[config.mk]
export PLATFORM = sky130hd
export DESIGN_NAME = block_buffer_cache_lru_flat
export DESIGN_NICKNAME = d
export VERILOG_FILES = /design/src/sv/bbc_pkg.sv /design/src/sv/bbc_req_if.sv /design/src/sv/bbc_rsp_if.sv /design/src/sv/bbc_ctrl.sv /design/src/sv/bbc_datapath.sv /design/src/sv/block_buffer_cache_lru.sv /design/src/flat_wrapper.sv
export SDC_FILE = /design/constraint.sdc
export NUM_CORES = 2
export LEC_CHECK = 0
export ABC_CLOCK_PERIOD_IN_PS = 6000
export BUFFER_PORTS_ARGS = -buffer_cell sky130_fd_sc_hd__buf_4
export CAP_MARGIN = 20
export CORE_AREA = 3 3 554 419
export DETAILED_ROUTE_END_ITERATION = 6
export DIE_AREA = 0 0 557 422
export PLACE_DENSITY = 0.73
export REMOVE_ABC_BUFFERS = 1
export SYNTH_ARGS = -nofsm -noshare
export SYNTH_HDL_FRONTEND = slang
export SYNTH_HIERARCHICAL = 1
export SYNTH_SLANG_ARGS = --single-unit
[constraint.sdc]
create_clock -name clk_i -period 6 [get_ports clk_i]
set_input_delay 1.2 -clock clk_i [delete_from_list [all_inputs] [get_ports clk_i]]
set_output_delay 1.2 -clock clk_i [all_outputs]
set_load 0.01 [all_outputs]
[src/sv/bbc_pkg.sv]
package bbc_pkg;

  localparam int ENTRIES_DEF   = 32;
  localparam int TICK_BITS_DEF = 32;

  localparam int FUNC_W   = 2;
  localparam int DEV_W    = 8;
  localparam int BLK_W    = 32;
  localparam int IDXF_W   = 5;
  localparam int NOW_W    = 32;
  localparam int CNT_W    = 8;
  localparam int STATUS_W = 2;

  localparam logic [CNT_W-1:0] CNT_MAX = {CNT_W{1'b1}};

  typedef enum logic [FUNC_W-1:0] {
    FUNC_GET   = 2'd0,
    FUNC_REL   = 2'd1,
    FUNC_PIN   = 2'd2,
    FUNC_UNPIN = 2'd3
  } func_e;

  typedef enum logic [STATUS_W-1:0] {
    ST_HIT    = 2'd0,
    ST_MISS   = 2'd1,
    ST_NOFREE = 2'd2,
    ST_UNDER  = 2'd3
  } status_e;

  typedef enum logic [2:0] {
    S_IDLE,
    S_DISP,
    S_SCAN,
    S_PICK,
    S_APPLY,
    S_DONE
  } state_e;

  typedef struct packed {
    logic load;
    logic scan_start;
    logic scan;
    logic fetch_req;
    logic fetch_pick;
    logic apply;
    logic reject;
  } cmd_t;

  typedef struct packed {
    logic is_get;
    logic scan_done;
    logic none_free;
  } sts_t;

endpackage

[src/sv/bbc_req_if.sv]
interface bbc_req_if;
  import bbc_pkg::*;

  logic              valid;
  logic              ready;
  logic [FUNC_W-1:0] func;
  logic [DEV_W-1:0]  device_id;
  logic [BLK_W-1:0]  block_number;
  logic [IDXF_W-1:0] entry_index;
  logic [NOW_W-1:0]  now_tick;

  modport source (
    output valid, func, device_id, block_number, entry_index, now_tick,
    input  ready
  );
  modport sink (
    input  valid, func, device_id, block_number, entry_index, now_tick,
    output ready
  );
endinterface

[src/sv/bbc_rsp_if.sv]
interface bbc_rsp_if;
  import bbc_pkg::*;

  logic                valid;
  logic                ready;
  logic [IDXF_W-1:0]   entry_out;
  logic [STATUS_W-1:0] status;
  logic                need_fill;
  logic [CNT_W-1:0]    ref_count_out;

  modport source (
    output valid, entry_out, status, need_fill, ref_count_out,
    input  ready
  );
  modport sink (
    input  valid, entry_out, status, need_fill, ref_count_out,
    output ready
  );
endinterface

[src/sv/bbc_ctrl.sv]
module bbc_ctrl (
  input  logic          clk_i,
  input  logic          rst_ni,
  input  logic          in_valid_i,
  output logic          in_ready_o,
  output logic          out_valid_o,
  input  logic          out_ready_i,
  input  bbc_pkg::sts_t sts_i,
  output bbc_pkg::cmd_t cmd_o
);
  import bbc_pkg::*;

  state_e state_q, state_d;

  always_ff @(posedge clk_i or negedge rst_ni) begin
    if (!rst_ni) begin
      state_q <= S_IDLE;
    end else begin
      state_q <= state_d;
    end
  end

  always_comb begin
    state_d = state_q;
    unique case (state_q)
      S_IDLE: begin
        if (in_valid_i) state_d = S_DISP;
      end
      S_DISP: begin
        state_d = sts_i.is_get ? S_SCAN : S_APPLY;
      end
      S_SCAN: begin
        if (sts_i.scan_done) state_d = S_PICK;
      end
      S_PICK: begin
        state_d = sts_i.none_free ? S_DONE : S_APPLY;
      end
      S_APPLY: begin
        state_d = S_DONE;
      end
      S_DONE: begin
        if (out_ready_i) state_d = S_IDLE;
      end
      default: state_d = S_IDLE;
    endcase
  end

  always_comb begin
    cmd_o       = '0;
    in_ready_o  = 1'b0;
    out_valid_o = 1'b0;
    unique case (state_q)
      S_IDLE: begin
        in_ready_o = 1'b1;
        cmd_o.load = in_valid_i;
      end
      S_DISP: begin
        cmd_o.scan_start = sts_i.is_get;
        cmd_o.fetch_req  = !sts_i.is_get;
      end
      S_SCAN: begin
        cmd_o.scan = 1'b1;
      end
      S_PICK: begin
        cmd_o.reject     = sts_i.none_free;
        cmd_o.fetch_pick = !sts_i.none_free;
      end
      S_APPLY: begin
        cmd_o.apply = 1'b1;
      end
      S_DONE: begin
        out_valid_o = 1'b1;
      end
      default: ;
    endcase
  end

endmodule

[src/sv/bbc_datapath.sv]
module bbc_datapath #(
  parameter int ENTRIES   = bbc_pkg::ENTRIES_DEF,
  parameter int TICK_BITS = bbc_pkg::TICK_BITS_DEF
) (
  input  logic                             clk_i,
  input  logic                             rst_ni,
  input  bbc_pkg::cmd_t                    cmd_i,
  output bbc_pkg::sts_t                    sts_o,
  input  logic [bbc_pkg::FUNC_W-1:0]       func_i,
  input  logic [bbc_pkg::DEV_W-1:0]        device_id_i,
  input  logic [bbc_pkg::BLK_W-1:0]        block_number_i,
  input  logic [bbc_pkg::IDXF_W-1:0]       entry_index_i,
  input  logic [bbc_pkg::NOW_W-1:0]        now_tick_i,
  output logic [bbc_pkg::IDXF_W-1:0]       entry_out_o,
  output logic [bbc_pkg::STATUS_W-1:0]     status_o,
  output logic                             need_fill_o,
  output logic [bbc_pkg::CNT_W-1:0]        ref_count_out_o
);
  import bbc_pkg::*;

  localparam int IDX_W = $clog2(ENTRIES);

  typedef struct packed {
    logic                 cv;
    logic [DEV_W-1:0]     dev;
    logic [BLK_W-1:0]     blk;
    logic [CNT_W-1:0]     cnt;
    logic [TICK_BITS-1:0] rtime;
  } row_t;

  // request registers
  func_e                req_func_q;
  logic [DEV_W-1:0]     req_dev_q;
  logic [BLK_W-1:0]     req_blk_q;
  logic [IDXF_W-1:0]    req_idx_q;
  logic [TICK_BITS-1:0] req_tick_q;

  // entry memory and valid bits
  row_t               mem [ENTRIES];
  row_t               rd_q;
  logic               rv_q;
  logic [ENTRIES-1:0] row_vld_q;
  logic               rd_en;
  logic [IDX_W-1:0]   rd_addr;
  logic               wr_en;
  row_t               wr_row;
  row_t               rd_row;

  // scan state
  logic [IDX_W:0]       scan_cnt_q;
  logic                 hit_q;
  logic [IDX_W-1:0]     hit_idx_q;
  logic                 found_q;
  logic [IDX_W-1:0]     vic_idx_q;
  logic [TICK_BITS-1:0] best_q;
  logic [IDX_W-1:0]     ev_idx;
  logic                 scan_done;
  logic [IDX_W-1:0]     tgt_q;
  logic [IDX_W-1:0]     tgt_d;

  // result registers
  logic [IDXF_W-1:0] res_entry_q, res_entry_d;
  status_e           res_status_q, res_status_d;
  logic              res_fill_q, res_fill_d;
  logic [CNT_W-1:0]  res_cnt_q, res_cnt_d;

  logic bad_idx;

  assign bad_idx   = int'(req_idx_q) >= ENTRIES;
  assign scan_done = scan_cnt_q == (IDX_W+1)'(ENTRIES);
  assign ev_idx    = IDX_W'(scan_cnt_q - (IDX_W+1)'(1));
  assign rd_row    = rv_q ? rd_q : '0;

  assign sts_o.is_get    = req_func_q == FUNC_GET;
  assign sts_o.scan_done = scan_done;
  assign sts_o.none_free = !hit_q && !found_q;

  always_comb begin
    tgt_d   = tgt_q;
    rd_en   = 1'b0;
    rd_addr = scan_cnt_q[IDX_W-1:0];
    if (cmd_i.fetch_req) begin
      tgt_d = IDX_W'(req_idx_q);
    end else if (cmd_i.fetch_pick) begin
      tgt_d = hit_q ? hit_idx_q : vic_idx_q;
    end
    if (cmd_i.fetch_req || cmd_i.fetch_pick) begin
      rd_en   = 1'b1;
      rd_addr = tgt_d;
    end else if (cmd_i.scan && !scan_done) begin
      rd_en = 1'b1;
    end
  end

  always_ff @(posedge clk_i) begin
    if (wr_en) mem[tgt_q] <= wr_row;
    if (rd_en) begin
      rd_q <= mem[rd_addr];
      rv_q <= row_vld_q[rd_addr];
    end
  end

  always_ff @(posedge clk_i or negedge rst_ni) begin
    if (!rst_ni) begin
      row_vld_q <= '0;
    end else if (wr_en) begin
      row_vld_q[tgt_q] <= 1'b1;
    end
  end

  always_ff @(posedge clk_i) begin
    if (cmd_i.load) begin
      req_func_q <= func_e'(func_i);
      req_dev_q  <= device_id_i;
      req_blk_q  <= block_number_i;
      req_idx_q  <= entry_index_i;
      req_tick_q <= TICK_BITS'(now_tick_i);
    end
    tgt_q <= tgt_d;
    if (cmd_i.apply || cmd_i.reject) begin
      res_entry_q  <= res_entry_d;
      res_status_q <= res_status_d;
      res_fill_q   <= res_fill_d;
      res_cnt_q    <= res_cnt_d;
    end
  end

  // one entry compared per cycle, first valid match and oldest free entry
  always_ff @(posedge clk_i or negedge rst_ni) begin
    if (!rst_ni) begin
      scan_cnt_q <= '0;
      hit_q      <= 1'b0;
      found_q    <= 1'b0;
      hit_idx_q  <= '0;
      vic_idx_q  <= '0;
      best_q     <= '0;
    end else if (cmd_i.scan_start) begin
      scan_cnt_q <= '0;
      hit_q      <= 1'b0;
      found_q    <= 1'b0;
    end else if (cmd_i.scan) begin
      if (!scan_done) scan_cnt_q <= scan_cnt_q + (IDX_W+1)'(1);
      if (scan_cnt_q != '0) begin
        if (!hit_q && rd_row.cv && rd_row.dev == req_dev_q && rd_row.blk == req_blk_q) begin
          hit_q     <= 1'b1;
          hit_idx_q <= ev_idx;
        end
        if (rd_row.cnt == '0 && (!found_q || rd_row.rtime < best_q)) begin
          found_q   <= 1'b1;
          vic_idx_q <= ev_idx;
          best_q    <= rd_row.rtime;
        end
      end
    end
  end

  always_comb begin
    wr_row       = rd_row;
    wr_en        = 1'b0;
    res_entry_d  = req_idx_q;
    res_status_d = ST_HIT;
    res_fill_d   = 1'b0;
    res_cnt_d    = '0;
    case (req_func_q) inside
      FUNC_GET: begin
        res_entry_d = IDXF_W'(tgt_q);
        wr_en       = cmd_i.apply;
        if (hit_q) begin
          wr_row.cnt = (rd_row.cnt == CNT_MAX) ? rd_row.cnt : rd_row.cnt + CNT_W'(1);
          res_cnt_d  = wr_row.cnt;
        end else begin
          wr_row.cv    = 1'b1;
          wr_row.dev   = req_dev_q;
          wr_row.blk   = req_blk_q;
          wr_row.cnt   = CNT_W'(1);
          res_status_d = ST_MISS;
          res_fill_d   = 1'b1;
          res_cnt_d    = CNT_W'(1);
        end
      end
      FUNC_PIN: begin
        if (bad_idx) begin
          res_status_d = ST_UNDER;
        end else begin
          wr_en      = cmd_i.apply;
          wr_row.cnt = (rd_row.cnt == CNT_MAX) ? rd_row.cnt : rd_row.cnt + CNT_W'(1);
          res_cnt_d  = wr_row.cnt;
        end
      end
      FUNC_REL, FUNC_UNPIN: begin
        if (bad_idx || rd_row.cnt == '0) begin
          res_status_d = ST_UNDER;
        end else begin
          wr_en      = cmd_i.apply;
          wr_row.cnt = rd_row.cnt - CNT_W'(1);
          res_cnt_d  = wr_row.cnt;
          // final release records when the entry went free
          if (req_func_q == FUNC_REL && wr_row.cnt == '0) wr_row.rtime = req_tick_q;
        end
      end
    endcase
    if (cmd_i.reject) begin
      res_entry_d  = '0;
      res_status_d = ST_NOFREE;
      res_fill_d   = 1'b0;
      res_cnt_d    = '0;
    end
  end

  assign entry_out_o     = res_entry_q;
  assign status_o        = res_status_q;
  assign need_fill_o     = res_fill_q;
  assign ref_count_out_o = res_cnt_q;

endmodule

[src/sv/block_buffer_cache_lru.sv]
// get: dispatch, entry scan, pick and apply come between the taken item and the valid result,
// with no apply when no entry is free; release, pin, unpin: dispatch and apply come between them
// one item at a time, one memory read per entry scanned: the controller returns to idle once the
// result is taken and only then takes the next item
// reset clears controller, scan state and entry valid bits at once; unwritten entries read zero
module block_buffer_cache_lru #(
  parameter int ENTRIES   = bbc_pkg::ENTRIES_DEF,
  parameter int TICK_BITS = bbc_pkg::TICK_BITS_DEF
) (
  input  logic      clk_i,
  input  logic      rst_ni,
  bbc_req_if.sink   req_i,
  bbc_rsp_if.source rsp_o
);
  import bbc_pkg::*;

  cmd_t cmd;
  sts_t sts;

  bbc_ctrl u_ctrl (
    .clk_i       (clk_i),
    .rst_ni      (rst_ni),
    .in_valid_i  (req_i.valid),
    .in_ready_o  (req_i.ready),
    .out_valid_o (rsp_o.valid),
    .out_ready_i (rsp_o.ready),
    .sts_i       (sts),
    .cmd_o       (cmd)
  );

  bbc_datapath #(
    .ENTRIES   (ENTRIES),
    .TICK_BITS (TICK_BITS)
  ) u_datapath (
    .clk_i           (clk_i),
    .rst_ni          (rst_ni),
    .cmd_i           (cmd),
    .sts_o           (sts),
    .func_i          (req_i.func),
    .device_id_i     (req_i.device_id),
    .block_number_i  (req_i.block_number),
    .entry_index_i   (req_i.entry_index),
    .now_tick_i      (req_i.now_tick),
    .entry_out_o     (rsp_o.entry_out),
    .status_o        (rsp_o.status),
    .need_fill_o     (rsp_o.need_fill),
    .ref_count_out_o (rsp_o.ref_count_out)
  );

endmodule

[src/flat_wrapper.sv]
// flat-port wrapper written by rule: the top's interface ports become plain ports
module block_buffer_cache_lru_flat import bbc_pkg::*;
#(
  parameter int ENTRIES   = bbc_pkg::ENTRIES_DEF,
  parameter int TICK_BITS = bbc_pkg::TICK_BITS_DEF
)
  (clk_i, rst_ni, req_i_valid, req_i_func, req_i_device_id, req_i_block_number, req_i_entry_index, req_i_now_tick, req_i_ready, rsp_o_valid, rsp_o_entry_out, rsp_o_status, rsp_o_need_fill, rsp_o_ref_count_out, rsp_o_ready);
  bbc_req_if req_i_i ();
  bbc_rsp_if rsp_o_i ();
  input  logic clk_i;
  input  logic rst_ni;
  input wire logic [$bits(req_i_i.valid)-1:0] req_i_valid;
  input wire logic [$bits(req_i_i.func)-1:0] req_i_func;
  input wire logic [$bits(req_i_i.device_id)-1:0] req_i_device_id;
  input wire logic [$bits(req_i_i.block_number)-1:0] req_i_block_number;
  input wire logic [$bits(req_i_i.entry_index)-1:0] req_i_entry_index;
  input wire logic [$bits(req_i_i.now_tick)-1:0] req_i_now_tick;
  output wire logic [$bits(req_i_i.ready)-1:0] req_i_ready;
  output wire logic [$bits(rsp_o_i.valid)-1:0] rsp_o_valid;
  output wire logic [$bits(rsp_o_i.entry_out)-1:0] rsp_o_entry_out;
  output wire logic [$bits(rsp_o_i.status)-1:0] rsp_o_status;
  output wire logic [$bits(rsp_o_i.need_fill)-1:0] rsp_o_need_fill;
  output wire logic [$bits(rsp_o_i.ref_count_out)-1:0] rsp_o_ref_count_out;
  input wire logic [$bits(rsp_o_i.ready)-1:0] rsp_o_ready;
  assign req_i_i.valid = req_i_valid;
  assign req_i_i.func = req_i_func;
  assign req_i_i.device_id = req_i_device_id;
  assign req_i_i.block_number = req_i_block_number;
  assign req_i_i.entry_index = req_i_entry_index;
  assign req_i_i.now_tick = req_i_now_tick;
  assign req_i_ready = req_i_i.ready;
  assign rsp_o_valid = rsp_o_i.valid;
  assign rsp_o_entry_out = rsp_o_i.entry_out;
  assign rsp_o_status = rsp_o_i.status;
  assign rsp_o_need_fill = rsp_o_i.need_fill;
  assign rsp_o_ref_count_out = rsp_o_i.ref_count_out;
  assign rsp_o_i.ready = rsp_o_ready;
  block_buffer_cache_lru #(.ENTRIES(ENTRIES), .TICK_BITS(TICK_BITS)) u_core (.clk_i(clk_i), .rst_ni(rst_ni), .req_i(req_i_i), .rsp_o(rsp_o_i));
endmodule
======== Word level (Yosys, flattened, before mapping) ========
Memory sizes are Yosys's and may differ from the RTL's. A register that Yosys moved wholly into a read port is not among the register bits.
Index checks and enable logic that the tools add are counted.
word-level totals
  bits in registers ....................... 186
  output and inout port bits .............. 18
  memories kept ........................... 1
  logic and storage cells ................. 146
  RAM bits ................................ 2592
  input port bits ......................... 83
  latch bits .............................. 0
  memory bits (read-only) ................. 0
memories
  memory                 depth  bits a word  rd ports  clocked after Yosys merged registers in  wr ports  line                source
  u_core.u_datapath.mem  32     81           1         1                                        1         bbc_datapath.sv:39  row_t mem [ENTRIES];
cells by class
  reductions and logical operators ........ 33
  multipliers ............................. 0
  shift-type cells ........................ 0
  div/mod/pow operators ................... 0
  $add $sub $neg .......................... 4
  equality and inequality tests ........... 16
  magnitude comparators ................... 4
  bitwise operators ....................... 3
  multiplexer cells ....................... 66
operators by type and width
  kind                                                                   number
  32-bit two-way mux                                                     4
  41-bit two-way mux                                                     2
  81-bit two-way mux                                                     1
  8-bit two-way mux                                                      9
  40-bit two-way mux                                                     1
  32-bit equality test                                                   1
  32-bit < comparator                                                    1
  32-bit bitwise OR                                                      1
  1-bit two-way mux                                                      30
  5-bit two-way mux                                                      5
  6-bit two-way mux                                                      3
  3-bit case mux with 6 select lines                                     1
  8-bit logical NOT                                                      2
  5-bit by 6-bit < comparator with 1-bit output (second input constant)  2
  3-bit two-way mux                                                      4
  3-bit AND reduction                                                    3
  8-bit by 1-bit adder with 8-bit output (second input constant)         1
  8-bit equality test                                                    1
  8-bit equality test (second input constant)                            1
  1-bit logical AND                                                      8
  2-bit two-way mux                                                      4
  4-bit AND reduction                                                    2
  2-bit nonzero test                                                     4
  8-bit by 1-bit subtractor with 8-bit output (second input constant)    1
  other kinds (21)                                                       34

======== Logic depth before layout (Yosys ltp) ========
  depth after elaboration ................. 9
  depth in mapped cells ................... 18
  gate-level depth less buffers ........... 11

======== Modules after synthesis ========
The synthesis kept the hierarchy.
modules (own cells, without submodules)
  module        seq. area each (um^2)  cells an instance  times used  area each (um^2)
  bbc_datapath  85301.8                9743               1           129018.7
  bbc_ctrl      75.1                   27                 1           259.0

======== Worst setup path before layout ========
OpenSTA, ideal clock, no wires.
  path kind ............................... register to register
  start ................................... reg u_core.u_datapath.rv_q
  end ..................................... mem u_core/u_datapath/mem[20][0] (netlist bit), enable pin
  buffers on the path ..................... 4
  data required time ...................... 5.479 ns
  path slack .............................. -0.500 ns
  period minus slack after synthesis ...... 6.500 ns
  arrival ................................. 5.979 ns
  cell stages (with the launch flop) ...... 14
  cell sequence ........................... edfxtp_1 > buf_2 > buf_2 > clkbuf_1 > buf_1 > nand2_1 > ha_1 > nor3b_1 > a21o_1 > nand2_1 > nand2_1 > nor2_1 > nand3_1 > nor2_1
on the way
  longest elaborated chain between the ends .. 8
RTL lines
  element                                  line                 source
  start, declared                          bbc_datapath.sv:41   logic rv_q;
  start signal, assigned                   bbc_datapath.sv:99   rv_q <= row_vld_q[rd_addr];
  81-bit two-way mux                       bbc_datapath.sv:72   assign rd_row = rv_q ? rd_q : '0;
  8-bit logical NOT                        bbc_datapath.sv:191  if (bad_idx || rd_row.cnt == '0) begin
  1-bit two-way mux                        bbc_datapath.sv:191
  1-bit two-way mux (3 in series)          bbc_datapath.sv:164  case (req_func_q) inside
  1-bit two-way mux                        bbc_datapath.sv:96   if (wr_en) mem[tgt_q] <= wr_row;
  1-bit two-way mux (implied by the code)  bbc_datapath.sv:96
  end, declared                            bbc_datapath.sv:39
Every way passes these cells.

==> impl_results.md <==
* Status: finished, violations left
* Measured slew at the worst slew-check pin at about 1.2 ns
* Critical path class: flip-flop to flip-flop
* Rel. slew slack at 17.1%
* Die ar. at 235000 um^2
* Synth async-reset ratio at about 3.0%
* CP required at 6.65 ns
* Port-buffer cells at 100
* Violated checks: design-rule violations
* FF-to-FF path depth at 10
* Via count at ~90k
* EDFF count, synth at about 2.8k
* Yosys warning count at 6
* Cts hold-fix bufs at 0
* Setup bufs post-CTS at 0
* Drt drc at 13
* Met2 usage in global routing at 51.0%
* Initial antenna violation count at 11
* CTS tree: yes
* CTS H-tree lvls at 5
* Crit Path Max Fanout at 39
* Die width at between 500 and 600 um
* Clock sinks at between 2k and 3k
* Num rows at roughly 150
* Worst R2R Setup Slack at 0.87 ns
* Layout cells sized above 1 at a little over a tenth
* Max Buffers Root-to-Sink at 4
* Finished Cell Area at around 140000 um^2
* Layout area overhead at 11.4%
* Sequential share of the synthesized area at approximately 66%
* CP Depth at 10
* Busiest metal layer after global routing: met2
* Total CTS buffers at around 290
* Worst skew pair latency at ~0.9 ns
* Synth cell types at 85
* Finished Layout Cells at 12.9k
* Hold Fails Final Rpt at 0
* Setup WS post-layout at 0.867 ns
* Worst flop-to-flop path startpoint: u_core/u_datapath/req_func_q[0]
* Period utilization at between 80% and 90%
* Worst VDD drop at 0.384 mV
* RSZ-0062 raised after global routing: false
* Fillers at ~16k
* Syn Std Cell Area at ~130000 um^2
* DR pass1 iterations at 7
* Initial Util at between 50% and 60%
* Max cap viols at 0
* Post-DP HPWL at between 200000 and 250000 um
* Die H at between 400 and 500 um
* Most common cell in the netlist: edfxtp_1
* Synthesized flop and latch total at 2859
* Global-route track usage on met3 at 8.67%
* Family with the most delay on the worst path: simple AND/OR/NAND/NOR gates
* Tot Pwr at slightly above 70 mW
* Delay of the slowest cell on the worst path at 0.77 ns
* Fmax at a little under 200 MHz
* Post_cts resized at 0
* Final core occ at a little over three fifths
* GRT Total Usage at a little over a third
* Crit path buffers/inverters at 2
* Hold WS at 0.284 ns
* Post-Place Setup Slack at approximately 0.94 ns
* Post-synth top cells: edfxtp_1 (2769), nand2_1 (1692), mux2i_1 (1220)
* Final Setup Violations at 0
* CP Launch Type: flip-flop
* Leakage power at 48.9 nW
* Avg Inst Size Synth at roughly 13 um^2
* Dominant cell type by area after synthesis: edfxtp_1
* Final #Nets at a little under 10k
* Synth Instances at around 9.8k
* Largest net degree at the start of global routing at between 150 and 200
* DP Cell Count at roughly 12k
* Crit. Startpoint: u_core/u_datapath/req_func_q[0]
* Remaining Overflow, GRT at 0
* Setup crit end: u_core/u_datapath/rd_q[2]
* Top cells by area, synth: edfxtp_1 (64%), mux2i_1 (9.4%), nand2_1 (4.9%)
* Post-DP Area at 135000 um^2
* Average wire per cell in the routed design at between 30 and 40 um
* Setup Total Neg Slack at 0 ns
* Final wirelength at about 420000 um
* Reg-to-Reg End: u_core/u_datapath/rd_q[2]
* Power Density at slightly below 500 nW/um^2
* M1 GR Usage at between 40% and 50%
* Final Max Tran Viols at 0
* Clock slew seen by the registers of the worst setup and hold paths at around 0.060 ns
* Worst Skew at 0.0668 ns
* First-pass GRT wire length at approximately 600000 um
* Top FF cell, synth: edfxtp_1
* DR iter-0 viols at approximately 15k
* Detail Route Antenna Nets at 0
* Synth top area share at between 60 and 70%
* Total core area at 228000 um^2
* I/O Pins at between 100 and 150
* Root Buffer: clkbuf_16
* Number of global-route vias before repair at just under 90k
* Vias/cell at a little over 7
* Min-Delay Path Class: input port to async pin
* Critical path arrival at about 5.8 ns
* Slowest CP cell: o211a_4
* Critical-path cell list: or2_2 > clkinv_1 > nor4b_2 > nand2b_4 > o211a_4 > nand2_1 > nor2_2 > buf_4 > a221oi_1 > nor4_1
* Tmin final at between 5 and 6 ns
* Routability congestion estimate at between 0.8 and 0.9
* Crit path capture type: flip-flop
==> cells in the final DEF (no fill, tap or decap), types with 83 or more instances in the layout <==
| cell type | count |
|---|---|
| buf_4 | 290 |
| nand3_1 | 378 |
| clkbuf_16 | 291 |
| nor2_1 | 130 |
| buf_12 | 101 |
| o221ai_1 | 178 |
| o22ai_1 | 405 |
| dfrtp_1 | 83 |
| mux2i_1 | 1219 |
| a211oi_1 | 106 |
| mux2_2 | 86 |
| edfxtp_1 | 2769 |
| nand2_1 | 1686 |
| and3_1 | 111 |
| a21oi_1 | 532 |
| inv_1 | 85 |
| a221oi_1 | 174 |
| a31oi_1 | 163 |
==> logic make-up (layout without fill, tap and decap cells) <==
logic type / count (synthesis) / count (layout) / synth area share, %
buffers and inverters: 837 / 1001 / 2.80
DFF: 2859 / 2859 / 66.0
adders and majority gates: 38 / 38 / 0.368
other: 0 / 2 / 0
AOI/OAI and AO/OA: 1995 / 1995 / 10.4
xor gates and xnor gates: 31 / 31 / 0.210
muxes: 1375 / 1375 / 11.4
and+or+nand+nor: 2635 / 2635 / 8.82
==> registers in the layout (all words and copies together), names as in the netlist, 8 cells and up <==
name,flops
u_core/u_datapath/mem,2592
u_core/u_datapath/best_q,32
u_core/u_datapath/req_tick_q,32
u_core/u_datapath/row_vld_q,32
u_core/u_datapath/req_dev_q,8
u_core/u_datapath/req_blk_q,32
u_core/u_datapath/ref_count_out_o,8
u_core/u_datapath/rd_q,81
==> power breakdown <==
part | switching [mW] | internal, mW
logic | 18.3 | 8.11
clock network | 7.65 | 9.83
registers | 1.08 | 26.2
total | 27.1 | 44.1
==> layer usage <==
| metal | share of wire [%] | vias up |
|---|---|---|
| met5 | 0.013 | - |
| met4 | 5.9 | 8 |
| met3 | 15 | 1373 |
| li1 | - | 37900 |
| met2 | 44 | 7628 |
| met1 | 36 | 45400 |
==> worst min path at each step <==
stage / from / endpoint / slack, ns / cells past startpoint
final: rst_ni / u_core/u_datapath/best_q[2] / 0.28 / 1
after global routing: rst_ni / u_core/u_datapath/best_q[2] / 0.28 / 1
after CTS: rst_ni / u_core/u_datapath/best_q[2] / 0.24 / 1
after detailed placement: u_core/u_datapath/row_vld_q[31] / u_core/u_datapath/row_vld_q[31] / 0.45 / 1
after global placement: u_core/u_datapath/row_vld_q[13] / u_core/u_datapath/row_vld_q[13] / 0.45 / 1
after floorplan: u_core/u_datapath/row_vld_q[13] / u_core/u_datapath/row_vld_q[13] / 0.44 / 1
==> worst reg2reg max path: stages (launching register included) <==
cell	delay, ns
edfxtp_1	0.50
or2_2	0.28
clkinv_1	0.27
nor4b_2	0.40
nand2b_4	0.72
o211a_4	0.80
nand2_1	0.61
nor2_2	0.43
buf_4	0.41
a221oi_1	0.20
nor4_1	0.34
==> layout make-up <==
cell class / instances / area [um^2] / area share, %
Inverter: 87 / 334 / 0.232
Tap cell: 3003 / 3760 / 2.61
Timing Repair Buffer: 417 / 4780 / 3.32
Multi-Input combinational cell: 6074 / 40900 / 28.4
Clock buffer: 354 / 7560 / 5.25
Clock inverter: 143 / 1320 / 0.917
Antenna cell: 2 / 5.00 / 0.00347
Sequential cell: 2859 / 85400 / 59.3
Note: power is estimated with default switching activity, not from simulation.
